**src/hdl/bdle_pkg.sv**
```systemverilog
`default_nettype none
// ----------------------------------------------------------------------------
// bdle_pkg
// shared types, command and status codes for the bounded deque list engine
// ----------------------------------------------------------------------------
package bdle_pkg;

  localparam int DEPTH_DEF      = 256;
  localparam int DATA_WIDTH_DEF = 32;

  // command codes
  localparam logic [2:0] CMD_PUSH_FRONT   = 3'd0;
  localparam logic [2:0] CMD_PUSH_BACK    = 3'd1;
  localparam logic [2:0] CMD_POP_FRONT    = 3'd2;
  localparam logic [2:0] CMD_POP_BACK     = 3'd3;
  localparam logic [2:0] CMD_INSERT_AT    = 3'd4;
  localparam logic [2:0] CMD_REMOVE_FIRST = 3'd5;
  localparam logic [2:0] CMD_REMOVE_ALL   = 3'd6;
  localparam logic [2:0] CMD_CLEAR        = 3'd7;

  // status codes
  localparam logic [1:0] ST_DONE = 2'd0;
  localparam logic [1:0] ST_FULL = 2'd1;
  localparam logic [1:0] ST_NONE = 2'd2;

  typedef struct packed {
    logic [2:0]         command;
    logic signed [31:0] value;
    logic [8:0]         position;
  } bdle_in_t;

  typedef struct packed {
    logic signed [31:0] front_value;
    logic signed [31:0] back_value;
    logic [8:0]         entry_total;
    logic               is_empty;
    logic [1:0]         status;
  } bdle_out_t;

  // controller to datapath commands
  typedef struct packed {
    logic       load;       // latch the incoming word
    logic       append;     // write value at the tail
    logic       drop_last;  // shorten the list by one
    logic       clear;      // empty the list
    logic       st_we;      // write status
    logic [1:0] st_val;
    logic       rd_idx;     // read at the scan index and step it
    logic       put;        // write value at the insert slot
    logic       commit;     // take the compacted count and match status
    logic       rd_front;   // read entry 0
    logic       rd_back;    // read the last entry
    logic       cap_front;  // capture front entry from read data
    logic       finish;     // build the result word
  } bdle_ctl_t;

  // datapath to controller status
  typedef struct packed {
    logic [2:0] cmd;
    logic       full;
    logic       empty;
    logic       pos_ok;
    logic       shift_none;
    logic       idx_last;
  } bdle_sts_t;

  // commands that run the compaction scan
  function automatic logic is_compact(logic [2:0] c);
    return (c == CMD_POP_FRONT) || (c == CMD_REMOVE_FIRST) || (c == CMD_REMOVE_ALL);
  endfunction

endpackage
`default_nettype wire

```
**src/hdl/bdle_ctrl.sv**
```systemverilog
`default_nettype none
// ----------------------------------------------------------------------------
// bdle_ctrl
// command sequencer: decode, shift, compaction scan and result readout
// ----------------------------------------------------------------------------
module bdle_ctrl
  import bdle_pkg::*;
(
  input  wire logic      clk,
  input  wire logic      rst_n,
  input  wire logic      start,
  input  wire bdle_sts_t sts,
  output logic           busy,
  output logic           out_strobe,
  output bdle_ctl_t      ctl
);

  localparam logic [3:0] S_IDLE     = 4'd0;
  localparam logic [3:0] S_DECIDE   = 4'd1;
  localparam logic [3:0] S_SHUP     = 4'd2;
  localparam logic [3:0] S_SHUP_END = 4'd3;
  localparam logic [3:0] S_PUT      = 4'd4;
  localparam logic [3:0] S_SCAN     = 4'd5;
  localparam logic [3:0] S_SCAN_END = 4'd6;
  localparam logic [3:0] S_RD0      = 4'd7;
  localparam logic [3:0] S_RD1      = 4'd8;
  localparam logic [3:0] S_FIN      = 4'd9;

  logic [3:0] state_r, state_nxt;
  logic       strobe_r;

  always_comb begin
    state_nxt = state_r;
    ctl       = '0;
    case (state_r)
      S_IDLE: begin
        if (start) begin
          ctl.load  = 1'b1;
          state_nxt = S_DECIDE;
        end
      end
      S_DECIDE: begin
        state_nxt = S_RD0;
        case (sts.cmd)
          CMD_PUSH_FRONT: begin
            if (sts.full) begin
              ctl.st_we  = 1'b1;
              ctl.st_val = ST_FULL;
            end else begin
              state_nxt = sts.shift_none ? S_PUT : S_SHUP;
            end
          end
          CMD_PUSH_BACK: begin
            ctl.st_we = 1'b1;
            if (sts.full) begin
              ctl.st_val = ST_FULL;
            end else begin
              ctl.append = 1'b1;
              ctl.st_val = ST_DONE;
            end
          end
          CMD_POP_BACK: begin
            ctl.st_we = 1'b1;
            if (sts.empty) begin
              ctl.st_val = ST_NONE;
            end else begin
              ctl.drop_last = 1'b1;
              ctl.st_val    = ST_DONE;
            end
          end
          CMD_INSERT_AT: begin
            if (sts.full) begin
              ctl.st_we  = 1'b1;
              ctl.st_val = ST_FULL;
            end else if (!sts.pos_ok) begin
              ctl.st_we  = 1'b1;
              ctl.st_val = ST_NONE;
            end else begin
              state_nxt = sts.shift_none ? S_PUT : S_SHUP;
            end
          end
          CMD_POP_FRONT, CMD_REMOVE_FIRST, CMD_REMOVE_ALL: begin
            if (!sts.empty) state_nxt = S_SCAN;
          end
          default: begin
            ctl.clear  = 1'b1;
            ctl.st_we  = 1'b1;
            ctl.st_val = ST_DONE;
          end
        endcase
      end
      S_SHUP: begin
        ctl.rd_idx = 1'b1;
        if (sts.idx_last) state_nxt = S_SHUP_END;
      end
      S_SHUP_END: begin
        state_nxt = S_PUT;
      end
      S_PUT: begin
        ctl.put    = 1'b1;
        ctl.st_we  = 1'b1;
        ctl.st_val = ST_DONE;
        state_nxt  = S_RD0;
      end
      S_SCAN: begin
        ctl.rd_idx = 1'b1;
        if (sts.idx_last) state_nxt = S_SCAN_END;
      end
      S_SCAN_END: begin
        state_nxt = S_RD0;
      end
      S_RD0: begin
        ctl.rd_front = 1'b1;
        ctl.commit   = is_compact(sts.cmd);
        state_nxt    = S_RD1;
      end
      S_RD1: begin
        ctl.rd_back   = 1'b1;
        ctl.cap_front = 1'b1;
        state_nxt     = S_FIN;
      end
      S_FIN: begin
        ctl.finish = 1'b1;
        state_nxt  = S_IDLE;
      end
      default: begin
        state_nxt = S_IDLE;
      end
    endcase
  end

  always_ff @(posedge clk) begin
    if (!rst_n) begin
      state_r  <= S_IDLE;
      strobe_r <= 1'b0;
    end else begin
      state_r  <= state_nxt;
      strobe_r <= (state_r == S_FIN);
    end
  end

  assign busy       = (state_r != S_IDLE);
  assign out_strobe = strobe_r;

  a_busy_after_start: assert property (@(posedge clk) disable iff (!rst_n)
    (start && !busy) |=> busy)
    else $error("accepted command did not raise busy");

  a_strobe_pulse: assert property (@(posedge clk) disable iff (!rst_n)
    out_strobe |=> !out_strobe)
    else $error("result strobe longer than one cycle");

  a_strobe_idle: assert property (@(posedge clk) disable iff (!rst_n)
    out_strobe |-> !busy)
    else $error("result strobe while still busy");

endmodule
`default_nettype wire

```
**config.mk**
```make
export PLATFORM = sky130hd
export DESIGN_NAME = bdle_ctrl
export DESIGN_NICKNAME = d
export VERILOG_FILES = /design/src/hdl/bdle_pkg.sv /design/src/hdl/bdle_ctrl.sv
export SDC_FILE = /design/constraint.sdc
export NUM_CORES = 1
export LEC_CHECK = 0
export BUFFER_PORTS_ARGS = -buffer_cell sky130_fd_sc_hd__buf_4
export CAP_MARGIN = 10
export CORE_AREA = 2 2 39 41
export CTS_CLUSTER_SIZE = 12
export DETAILED_ROUTE_END_ITERATION = 12
export DIE_AREA = 0 0 41 43
export GPL_TIMING_DRIVEN = 0
export PLACE_DENSITY = 0.81
export SYNTH_ARGS = -nofsm -noshare
export SYNTH_HDL_FRONTEND = slang
export SYNTH_SLANG_ARGS = --single-unit
```
**constraint.sdc**
```tcl
create_clock -name clk -period 1.8 [get_ports clk]
set_clock_uncertainty 0.2 [all_clocks]
set_input_delay 0.18 -clock clk [delete_from_list [all_inputs] [get_ports clk]]
set_output_delay 0.18 -clock clk [all_outputs]
set_load 0.005 [all_outputs]
```
==> summary by stage, run 1 <==
Synthesis
The synthesized area per cell is 7.08 sq um. The cell taking the most area after synthesis is sky130_fd_sc_hd__dfxtp_1. Measured against the total synthesized area, the mux share comes to 0.

The combinational family with the most area after synthesis is simple AND/OR/NAND/NOR gates. For this run, the number of Yosys warnings is 0. The unique cell type count in the Yosys netlist is 35. The post-synthesis instance area is roughly 520 sq um.

The share of the synthesized area in compound gates (AO/OA/AOI/OAI) is 0.217. The number of nets in the synthesized netlist is 85. The area share of xor/xnor cells in the synthesized design is 0. For this run, the register share of the synthesized area comes to 0.191. The arithmetic-cell share of the synthesized area counting full adders, half adders and majority gates is 0. The area share of the largest cell type after synthesis is 0.191. The simple-gate share of the synthesized area is 0.499. Synthesis inferred 5 register bits. The post-synthesis instance total is 74. Sorting the synthesized cells by area gives the leading types as sky130_fd_sc_hd__dfxtp_1 (19%), sky130_fd_sc_hd__nand2b_1 (6.0%), sky130_fd_sc_hd__nor2_1 (5.0%).

Global routing
The first global-routing pass estimated 2480 um of wire. The initial antenna violation count is 0. The number of global-route vias before repair is ~650.

The global routing usage summed across all routing layers is 0.203. Entering global routing, the biggest net connects 11 pins. The total overflow left after global routing is 0.

Worst setup path
STA classifies the critical path startpoint as a flip-flop. Among all stages on the critical path, the largest delay is contributed by sky130_fd_sc_hd__or4b_4. The biggest fanout along the worst timing path is 5. The setup path with the least slack is of type flip-flop to output port. At the worst endpoint, the required time is 1.42 ns.

The nature of the critical path endpoint is an output port. The reg-to-reg setup timing slack is around 0.17 ns. On the worst path, the slowest cell contributes a delay of slightly below 0.6 ns. Walking the worst path, the cells encountered are or4b_4 > nor4b_2 > buf_4. The endpoint arrival time on the critical path is 1.52 ns.

Route
The routed via count divided by cell count is between 5 and 6. For this block, the via count after detailed routing is 668. The total DRC errors in the routed layout is 0.

After the first detailed-routing iteration, the DRC count stood at 9. Summed over all layers, the routed wires come to between 1500 and 2000 um. The final antenna-violating net count is 0. The average wire per cell in the routed design is approximately 13 um.

The first-pass iteration count of the detailed router is 4.

Pwr
The switching power is about 0.31 mW. VDD sags by at most between 0.0007 and 0.0008 V. Internal power comes to 0.486 mW.

The share of power burned in registers is 0.202. The switching share of power is 0.391. The clock group share of total power is 0.157.

The portion of total power attributed to combinational logic is 0.641. The post-route total power is between 0.7 and 0.8 mW. Dividing total power by cell area gives a power density of a little over 900 nW/um^2. The analysis attributes to cell leakage a power of between 0.3 and 0.4 nW.

Clock tree
The maximum root-to-sink buffer count is 2. After clock tree synthesis, the clock-pin slew on the worst setup and hold paths is 0.04 ns. The clock latency of the later-clocked register in the worst-skew pair is approximately 0.24 ns.

The clock net in this run drives a total of 5 sinks. TritonCTS created 3 clock buffers. TritonCTS built the clock tree.

The root buffer selected by CTS is sky130_fd_sc_hd__clkbuf_4. CTS built an H-tree with a depth of 1.

Timing
Setup repair after global routing could not meet its margin everywhere. The final critical-path share of the clock period is 1.06. Timing would allow up to between 500 and 600 MHz.

The hold violation total from the final report is 0. The setup-violating endpoint count in the final report is 4. The max-slew violation count is 0. Headroom to the max-slew limit came out at 0.732. At the pin with the least slew margin, the transition time is 0.392 ns. The final critical-path setup slack is -0.102 ns. The final critical delay including setup and external delays is 1.90 ns.

Floorplan
The floorplan step defined a core boundary enclosing approximately 1400 sq um. The initial utilization of the core area, before any placement, comes to 0.379. Row generation in the floorplan step produced 14 rows.

Measured along the x axis, the die boundary spans 41 um. The die boundary height is approximately 43 um. During I/O placement, the number of pins put on the boundary was 27. The floorplan step defined a die boundary enclosing 1760 sq um.

Placed design
The final weighted congestion in routability-driven placement is roughly 0.87. The HPWL reported at the end of detailed placement is 1130 um. OpenSTA, run right after detailed placement, puts the worst setup slack at 0.0663 ns. In this run the tool buffered the top-level ports with 25 buffer cells.

Final layout
The number of antenna diodes in the final layout is 0. The final layout contains 118 nets. Of the cells placed in the final design, the portion with a size suffix greater than 1 is 0.519.

The count of fill cells added during filler insertion is approximately 120. The area used by multi-input combinational logic is approximately 440 sq um. From synthesis to final layout, the design area changed by 64.0%. The sequential cell area is 103 sq um. Once layout is complete, the utilization of the core stands at 0.621.

Run status
The run finished, with violations left. The checks that failed: setup timing.

Run
Max-cap violations in this run came to 0.

Min path
The min-delay analysis places its worst path in the category primary input to flip-flop.
==> path summary, 6_finish.rpt <==
check / startpoint / endpoint / cells past startpoint
max: state_r[2]$_SDFFE_PN0P_ / ctl[7] / 3
min: start / state_r[1]$_SDFFE_PN0P_ / 3
max reg2reg: state_r[2]$_SDFFE_PN0P_ / state_r[1]$_SDFFE_PN0P_ / 4
min reg2reg: state_r[2]$_SDFFE_PN0P_ / state_r[0]$_SDFFE_PN0P_ / 3
==> power groups by stage <==
stage | clock network (mW) | logic (mW) | registers (mW)
2_1_floorplan | 0 | 0.272 | 0.149
3_3_place_gp | 0 | 0.413 | 0.154
3_5_place_dp | 0 | 0.420 | 0.155
4_1_cts | 0.134 | 0.446 | 0.159
5_1_grt | 0.136 | 0.558 | 0.163
6_report | 0.125 | 0.511 | 0.161
==> worst max-delay path: cells and delay by family, from the launching register on <==
family        cells  cell delay [ns]
simple gates      2             0.81
flops             1             0.33
buf+inv           1             0.15
==> cell type report <==
cell class                      count  area share
Clock buffer                        4      0.0306
Tap cell                           16      0.0233
Timing Repair Buffer               28       0.247
Multi-Input combinational cell     60       0.511
Buffer                              6      0.0553
Sequential cell                     5       0.119
Inverter                            3      0.0131
==> what timing repair did <==
item / in CTS / in global routing
hold endpoints to repair: 2 / 0
pin swaps: 3 / 1
endpoints found under the setup margin: 10 / 8
resized for setup: 11 / 13
cloned: 0 / 0
setup buffers: 0 / 2
hold buffers: 1 / 0
==> Yosys cell counts, drive strengths merged <==
| library cell | count |
|---|---|
| nor2 | 7 |
| nand3 | 4 |
| or4b | 1 |
| nor2b | 3 |
| o21bai | 1 |
| a311oi | 1 |
| a21oi | 5 |
| and2b | 1 |
| nor3 | 6 |
| o21a | 3 |
| nor3b | 1 |
| nand2b | 5 |
| and2 | 2 |
| and3 | 2 |
| nor4 | 1 |
| nand4 | 1 |
| nor4b | 1 |
| clkbuf | 2 |
| or2b | 2 |
| o32ai | 1 |
| and3b | 1 |
| o21ai | 4 |
| a2111oi | 1 |
| buf | 4 |
| nor4bb | 1 |
| nand2 | 3 |
| dfxtp | 5 |
| o22ai | 1 |
| a31oi | 1 |
| inv | 3 |
==> sequential cells by signal, indices dropped and copies added (netlist names) <==
register	count
state_r	4
out_strobe	1
==> per-layer routing <==
| metal | share of wire | vias to the layer above | GRT usage |
|---|---|---|---|
| met1 | 0.38 | 311 | 0.232 |
| li1 | - | 329 | - |
| met5 | 0 | - | 0 |
| met4 | 0 | 0 | 0.127 |
| met3 | 0.066 | 0 | 0.0314 |
| met2 | 0.55 | 28 | 0.328 |
==> cell families after synthesis <==
group,Yosys count
AO/OA/AOI/OAI,18
buffers and inverters,9
flip-flops,5
AND/OR/NAND/NOR,42
==> per-stage QoR <==
| stage | area, sq um | setup TNS, ns | hold slack (ns) | instances |
|---|---|---|---|---|
| 6_report | 860 | -0.345 | 0.0223 | 122 |
| 3_5_place_dp | 732 | 0 | 0.232 | 115 |
| 4_1_cts | 805 | -0.328 | 0.0157 | 120 |
| 5_1_grt | 860 | -0.558 | 0.0427 | 122 |
| 3_3_place_gp | 732 | 0 | 0.229 | 115 |
| 2_1_floorplan | 524 | 0 | 0.0976 | 74 |
==> cells in the final DEF, fill, tap and decap left out, types with 4 or more instances in the layout <==
master	n
sky130_fd_sc_hd__nor2_1	4
sky130_fd_sc_hd__nand3_1	4
sky130_fd_sc_hd__buf_4	29
sky130_fd_sc_hd__a21oi_1	5
sky130_fd_sc_hd__nand2b_1	5
sky130_fd_sc_hd__nor3_2	4
No activity file was read; power rests on OpenSTA's default activity.
==> run 2, diff against run 1 <==
--- a/config.mk
+++ b/config.mk
@@ -13,6 +13,7 @@
 export DIE_AREA = 0 0 41 43
 export GPL_TIMING_DRIVEN = 0
 export PLACE_DENSITY = 0.81
+export SETUP_SLACK_MARGIN = 0.4
 export SYNTH_ARGS = -nofsm -noshare
 export SYNTH_HDL_FRONTEND = slang
 export SYNTH_SLANG_ARGS = --single-unit
==> summary by stage, run 2 (synthesis results as in run 1) <==
Placed design
The HPWL reported at the end of detailed placement is 1150 um (+2.6%). The final weighted congestion in routability-driven placement was 0.830 (-4.7%). The count of input and output buffers is 25 (unchanged). The number of instances in the placed design is 115 (unchanged). The post-place instance area is 761 sq um (+3.9%).

The pre-CTS worst setup slack is 0.0982 ns (+0.0319 ns).

Worst setup path
The cell with the largest stage delay on the worst path is sky130_fd_sc_hd__dfxtp_2. The sort of element at the start of the critical path is a flip-flop. The cell class contributing the biggest share of worst-path delay is buffers and inverters. The endpoint arrival time on the critical path is 1.66 ns (+0.14 ns).

The start-to-end type of the worst setup path is flip-flop to output port. The maximum cell stage delay along the critical path came to 0.33 ns (-0.25 ns). Walking the worst path, the cells encountered are buf_6 > buf_6 > buf_8 > buf_4 > nor2b_4 > and3_4 > o21a_1 > buf_4. The combined buffer and inverter count along the critical path is 5 (+4).

The data required time at the worst endpoint came to 1.42 ns (about the same). The biggest fanout along the worst timing path came to 3 (-2). The worst setup path is captured at an output port.

The startpoint of the lowest-slack register-to-register path is state_r[3]$_SDFFE_PN0P_. The start point of the critical path is state_r[3]$_SDFFE_PN0P_.

Route
The DRC marker count from the first detailed-route iteration is 49 (+40). The routed via count divided by cell count is 5.96 (+8.8%). The final antenna-violating net count is 0 (unchanged). The total DRC errors in the routed layout is 0 (unchanged). The total number of vias is 876 (+31%).

The average wire per cell in the routed design is 20.4 um (+60%). The first-pass iteration count of the detailed router is 4 (unchanged). The routed wire length came to 3000 um (+93%).

Pwr
The leakage component of the power is 0.560 nW (+42%). The internal power contribution is 0.713 mW (+47%). The switching power is 0.528 mW (+69%).

The clock group share of total power was 0.124 (-0.033). The power density of the placed cells is 1000 nW/um^2 (+8.2%). The worst vdd rail ir drop is 0.000919 V (+25%). The share of power burned in registers is 0.138 (-0.064).

The switching share of power is 0.425 (+0.0342). The portion of total power attributed to combinational logic is 0.739 (+0.098).

Final layout
The number of flip-flops in the largest register is 4 (unchanged). The library cell used most frequently in the layout, excluding fill and tap cells, is sky130_fd_sc_hd__buf_4. Compared with the post-synthesis result, the final layout area differs by 136%. The share of the core filled with cells in the final layout is 0.893 (+0.272). The fraction of final layout cells sized beyond drive strength 1 is 0.733 (+0.214). The number of standard cells in the layout, taps in and fillers out is 147 (+20%). The total number of nets in the final design came to 143 (+21%). Leaving out fill and tap cells, the most frequent cells in the layout are sky130_fd_sc_hd__buf_4 (36), sky130_fd_sc_hd__buf_6 (20). The number of diodes is 0 (unchanged).

The register with the most flip-flops in the final layout is state_r. The count of fill cells added during filler insertion is 56 (-54%). The final instance area came to 1240 sq um (+44%).

Timing
The setup-violating endpoint count in the final report is 16 (+12). The final critical delay including setup and external delays came to 2.04 ns (+0.136 ns). The final critical-path setup slack is -0.238 ns (-0.136 ns). The hold violation total from the final report is 0 (unchanged). The max-slew violation count is 0 (unchanged).

The normalized max-slew margin came to 0.684 (-0.0477). The highest clock rate is 491 MHz (-6.7%). The slew at the pin closest to its max-slew limit was 0.471 ns (+0.0791 ns). The final critical-path share of the clock period is 1.13 (+0.0753).

Setup repair after global routing could not meet its margin everywhere.

Clock tree
The CTS tree is done. The number of clock buffers inserted by TritonCTS came to 3 (unchanged). The TritonCTS sink count is 5 (unchanged). The clock latency of the later-clocked register in the worst-skew pair is 0.26 ns (+0.02 ns). The maximum root-to-sink buffer count is 2 (unchanged). The deepest level of the CTS H-tree came to 1 (unchanged). In this run the clock root is driven by a sky130_fd_sc_hd__clkbuf_4. The clock edge transition at the registers on the reported setup and hold paths is 0.06 ns (+0.02 ns).

Floorplan
The core area is 1380 sq um (unchanged). The number of I/O pins is 27 (unchanged). The floorplan die area is 1760 sq um (unchanged).

The die boundary height is 43 um (unchanged). The effective utilization at floorplan was 0.379 (unchanged). The row count is 14 (unchanged). The chip width is 41 um (unchanged).

Run status
The checks that failed: setup timing. The flow ran to the end, but the final reports show violations.

Min path
The startpoint of the lowest-slack hold path is sts[0]. The class of the most critical hold timing path is primary input to flip-flop.

Global routing
The initial antenna violation count is 0 (unchanged). The largest net degree at the start of global routing is 11 (unchanged). The remaining global-route overflow is 0 (unchanged). The first-pass GRT wire length was 3550 um (+43%). The number of global-route vias before repair is 717 (+11%). The global routing usage summed across all routing layers is 0.302 (+0.0991).

Run
The total of max-cap violations is 0 (unchanged).
[run 2: changes by cell type in the layout (fill, tap and decap cells not counted), moves of 2 or more]
| cell | before | now |
|---|---|---|
| sky130_fd_sc_hd__buf_6 | 2 | 20 |
| sky130_fd_sc_hd__buf_4 | 29 | 36 |
| sky130_fd_sc_hd__nor2_4 | 0 | 3 |
| sky130_fd_sc_hd__buf_2 | 2 | 0 |
| sky130_fd_sc_hd__dfxtp_1 | 3 | 1 |
| sky130_fd_sc_hd__dfxtp_2 | 2 | 4 |
| sky130_fd_sc_hd__nor2_1 | 4 | 2 |
| sky130_fd_sc_hd__nor3_1 | 2 | 0 |
| sky130_fd_sc_hd__nor3_4 | 0 | 2 |
| sky130_fd_sc_hd__or2b_2 | 0 | 2 |
| sky130_fd_sc_hd__or2b_4 | 2 | 0 |
[run 2: area by class of cell]
class                      count  area (sq um)  share of cell area
timing repair buffer          53           464               0.376
tap                           16          20.0              0.0162
sequential                     5           105              0.0850
buffer                         6          70.1              0.0567
inverter                       3          13.8              0.0111
multi-input combinational     60           537               0.434
clock buffer                   4          26.3              0.0213
[run 2: worst paths after layout]
path | slack [ns] | depth (start not counted) | endpoint
max reg2reg | -0.12 | 10 | state_r[0]$_SDFFE_PN0P_
max | -0.24 | 8 | ctl[4]
min reg2reg | 0.58 | 3 | state_r[1]$_SDFFE_PN0P_
min | 0.05 | 4 | state_r[0]$_SDFFE_PN0P_
[run 2: what timing repair did]
action	in CTS	in global routing
gates resized for setup	46	15
endpoints found under the hold margin	2	0
hold buffers	1	0
setup endpoints to repair	18	20
buffers inserted	16	11
pin swaps	14	11
[run 2: through the flow]
step / TNS, ns / power, mW / hold WS [ns]
2_1_floorplan: 0 / 0.439 / 0.0976
3_3_place_gp: 0 / 0.589 / 0.221
3_5_place_dp: 0 / 0.597 / 0.223
4_1_cts: -0.705 / 1.06 / 0.00863
5_1_grt: -2.70 / 1.29 / 0.0676
6_report: -2.23 / 1.24 / 0.0544
[run 2: tightest hold or removal path: cells and delay by family]
kind | cells | cell delay (ns)
compound gates | 1 | 0.07
buf+inv | 2 | 0.13
simple gates | 1 | 0.07
[run 2: metal layers]
layer / vias to the layer above / part of all wire / global-route usage
li1: 381 / - / -
met4: 0 / 0.057 / 0.160
met3: 18 / 0.057 / 0.0628
met2: 54 / 0.49 / 0.456
met1: 423 / 0.39 / 0.383
met5: - / 0 / 0
[run 2: power groups by stage]
| stage | registers [mW] | logic, mW | clock network (mW) |
|---|---|---|---|
| 3_5_place_dp | 0.159 | 0.438 | 0 |
| 2_1_floorplan | 0.152 | 0.287 | 0 |
| 6_report | 0.171 | 0.917 | 0.153 |
| 4_1_cts | 0.164 | 0.748 | 0.145 |
| 3_3_place_gp | 0.157 | 0.432 | 0 |
| 5_1_grt | 0.174 | 0.953 | 0.161 |
==> run 3, diff against run 2 <==
--- a/config.mk
+++ b/config.mk
@@ -8,6 +8,7 @@
 export BUFFER_PORTS_ARGS = -buffer_cell sky130_fd_sc_hd__buf_4
 export CAP_MARGIN = 10
 export CORE_AREA = 2 2 39 41
+export CTS_BUF_LIST = sky130_fd_sc_hd__clkbuf_4 sky130_fd_sc_hd__clkbuf_8
 export CTS_CLUSTER_SIZE = 12
 export DETAILED_ROUTE_END_ITERATION = 12
 export DIE_AREA = 0 0 41 43
==> summary by stage, run 3 (synthesis results as in run 1) <==
Run status
The flow ran to the end, but the final reports show violations. The final reports fail on setup timing.

Min path
The class of the most critical hold timing path is primary input to flip-flop. The hold-critical path depth is 3 (-1).

Floorplan
The chip width is 41 um (unchanged). The die boundary height is 43 um (unchanged). The row count is 14 (unchanged).

The core area came to 1380 sq um (unchanged). The effective utilization at floorplan is 0.379 (unchanged). The floorplan die area was 1760 sq um (unchanged). The number of I/O pins is 27 (unchanged).

Final layout
The total number of nets in the final design is 143 (unchanged). The share of the core filled with cells in the final layout is 0.901 (+0.00723). The number of flip-flops in the largest register is 4 (unchanged).

The most common library cell in the layout ignoring fill and taps is sky130_fd_sc_hd__buf_4. The area growth from synthesis to layout is 138%. The top cell types in the final layout, fill and taps aside, are sky130_fd_sc_hd__buf_4 (35), sky130_fd_sc_hd__buf_6 (21). The number of diodes is 0 (unchanged).

Counting flops per register, the top entry is state_r. The fraction of final layout cells sized beyond drive strength 1 is 0.740 (+0.00763).

Timing
The final critical delay including setup and external delays was 2.05 ns (+0.00952 ns). The final critical-path setup slack is -0.247 ns (-0.00952 ns). The slew at the pin closest to its max-slew limit was 0.501 ns (+0.0298 ns). Setup repair after global routing could not meet its margin everywhere.

The normalized max-slew margin is 0.664 (-0.0199). The highest clock rate is 488 MHz (-0.46%). The setup-violating endpoint count in the final report is 17 (+1).

The final critical-path share of the clock period is 1.14 (+0.00529). The max-slew violation count came to 0 (unchanged). The hold violation total from the final report is 0 (unchanged).

Pwr
The post-route total power is 1.28 mW (+3.0%). The power density of the placed cells was 1030 nW/um^2 (+2.2%). The worst vdd rail ir drop is 0.000929 V (+1.0%).

The leakage component of the power was 0.566 nW (+1.1%).

Worst setup path
The maximum cell stage delay along the critical path is 0.33 ns (about the same). The nature of the critical path endpoint is an output port. The critical path goes through buf_6 > buf_6 > buf_8 > buf_4 > nor2b_4 > and3_4 > o21a_1 > buf_4. The data required time at the worst endpoint is 1.42 ns (about the same). The largest individual stage delay along the critical path comes from the cell sky130_fd_sc_hd__dfxtp_2.

STA classifies the critical path startpoint as a flip-flop. The endpoint arrival time on the critical path is 1.67 ns (about the same). The start-to-end type of the worst setup path is flip-flop to output port.

The biggest fanout along the worst timing path is 3 (unchanged). The worst reg2reg path depth was 10 (unchanged).

Clock tree
The TritonCTS sink count was 5 (unchanged). The CTS tree is done. The number of clock buffers inserted by TritonCTS is 3 (unchanged).

The root buffer selected by CTS is sky130_fd_sc_hd__clkbuf_4. The clock latency of the later-clocked register in the worst-skew pair is 0.28 ns (+0.02 ns). The deepest level of the CTS H-tree is 1 (unchanged). The maximum root-to-sink buffer count is 2 (unchanged). The clock edge transition at the registers on the reported setup and hold paths was 0.06 ns (about the same).

Global routing
The first-pass GRT wire length is 3550 um (+0.20%). The remaining global-route overflow is 0 (unchanged). The initial antenna violation count is 0 (unchanged). The number of global-route vias before repair is 734 (+2.4%). The global routing usage summed across all routing layers came to 0.303 (+0.00101). The largest net degree at the start of global routing was 11 (unchanged).

Run
The total of max-cap violations is 0 (unchanged).

Route
The total DRC errors in the routed layout is 0 (unchanged). The routed wire length is 3190 um (+6.3%). The first-pass iteration count of the detailed router is 4 (unchanged). The total number of vias came to 906 (+3.4%).

The routed via count divided by cell count is 6.16 (+3.4%). The DRC marker count from the first detailed-route iteration is 42 (-14%). The average wire per cell in the routed design is 21.7 um (+6.3%).

The final antenna-violating net count came to 0 (unchanged).

Placed design
The final weighted congestion in routability-driven placement is 0.830 (unchanged). The HPWL reported at the end of detailed placement is 1150 um (unchanged). The count of input and output buffers was 25 (unchanged).
[run 3: stage by stage]
stage          setup slack (ns)  hold WS, ns  area, sq um  setup TNS, ns  cells
6_report                 -0.247       0.0402         1250          -2.28    147
5_1_grt                  -0.266       0.0623         1250          -2.96    147
4_1_cts                  -0.128      0.00863         1100         -0.701    136
3_5_place_dp             0.0982        0.223          761              0    115
3_3_place_gp             0.0930        0.221          761              0    115
2_1_floorplan             0.317       0.0976          553              0     74
[run 3: where the power goes]
group | total [mW] | switching [mW] | internal, mW
Clock | 0.179 | 0.0785 | 0.101
Sequential | 0.175 | 0.0353 | 0.140
Combinational | 0.923 | 0.424 | 0.500
Total | 1.28 | 0.537 | 0.741
[run 3: per-layer routing]
layer	GRT usage	part of all wire	vias to the layer above
li1	-	-	380
met1	0.383	0.39	449
met5	0	0	-
met2	0.459	0.49	58
met4	0.160	0.059	0
met3	0.0628	0.060	19
[run 3: final timing paths]
kind | slack, ns | startpoint | end
setup / recovery | -0.25 | state_r[3]$_SDFFE_PN0P_ | ctl[4]
hold / removal | 0.04 | start | state_r[1]$_SDFFE_PN0P_
setup reg to reg | -0.06 | state_r[3]$_SDFFE_PN0P_ | state_r[0]$_SDFFE_PN0P_
hold reg to reg | 0.58 | state_r[1]$_SDFFE_PN0P_ | state_r[1]$_SDFFE_PN0P_
[run 3: critical path, delay by kind of cell (launching register included)]
kind                   cells  cell delay (ns)
AO/OA/AOI/OAI              1             0.13
AND/OR/NAND/NOR            2             0.36
flip-flops                 1             0.33
buffers and inverters      5             0.56
[run 3: cell type report]
class,instances,area [sq um]
fillers,58,138
well taps,16,20.0
inverters,3,13.8
repair buffers,53,468
clock buffers,4,30.0
flip-flops and latches,5,105
plain buffers,6,70.1
multi-input cells,60,539
[run 3: timing repair]
action,in CTS,in global routing
hold buffers,1,0
resized for setup,47,16
pin swaps,14,12
hold endpoints to repair,2,0
setup buffers,16,11
endpoints found under the setup margin,18,20
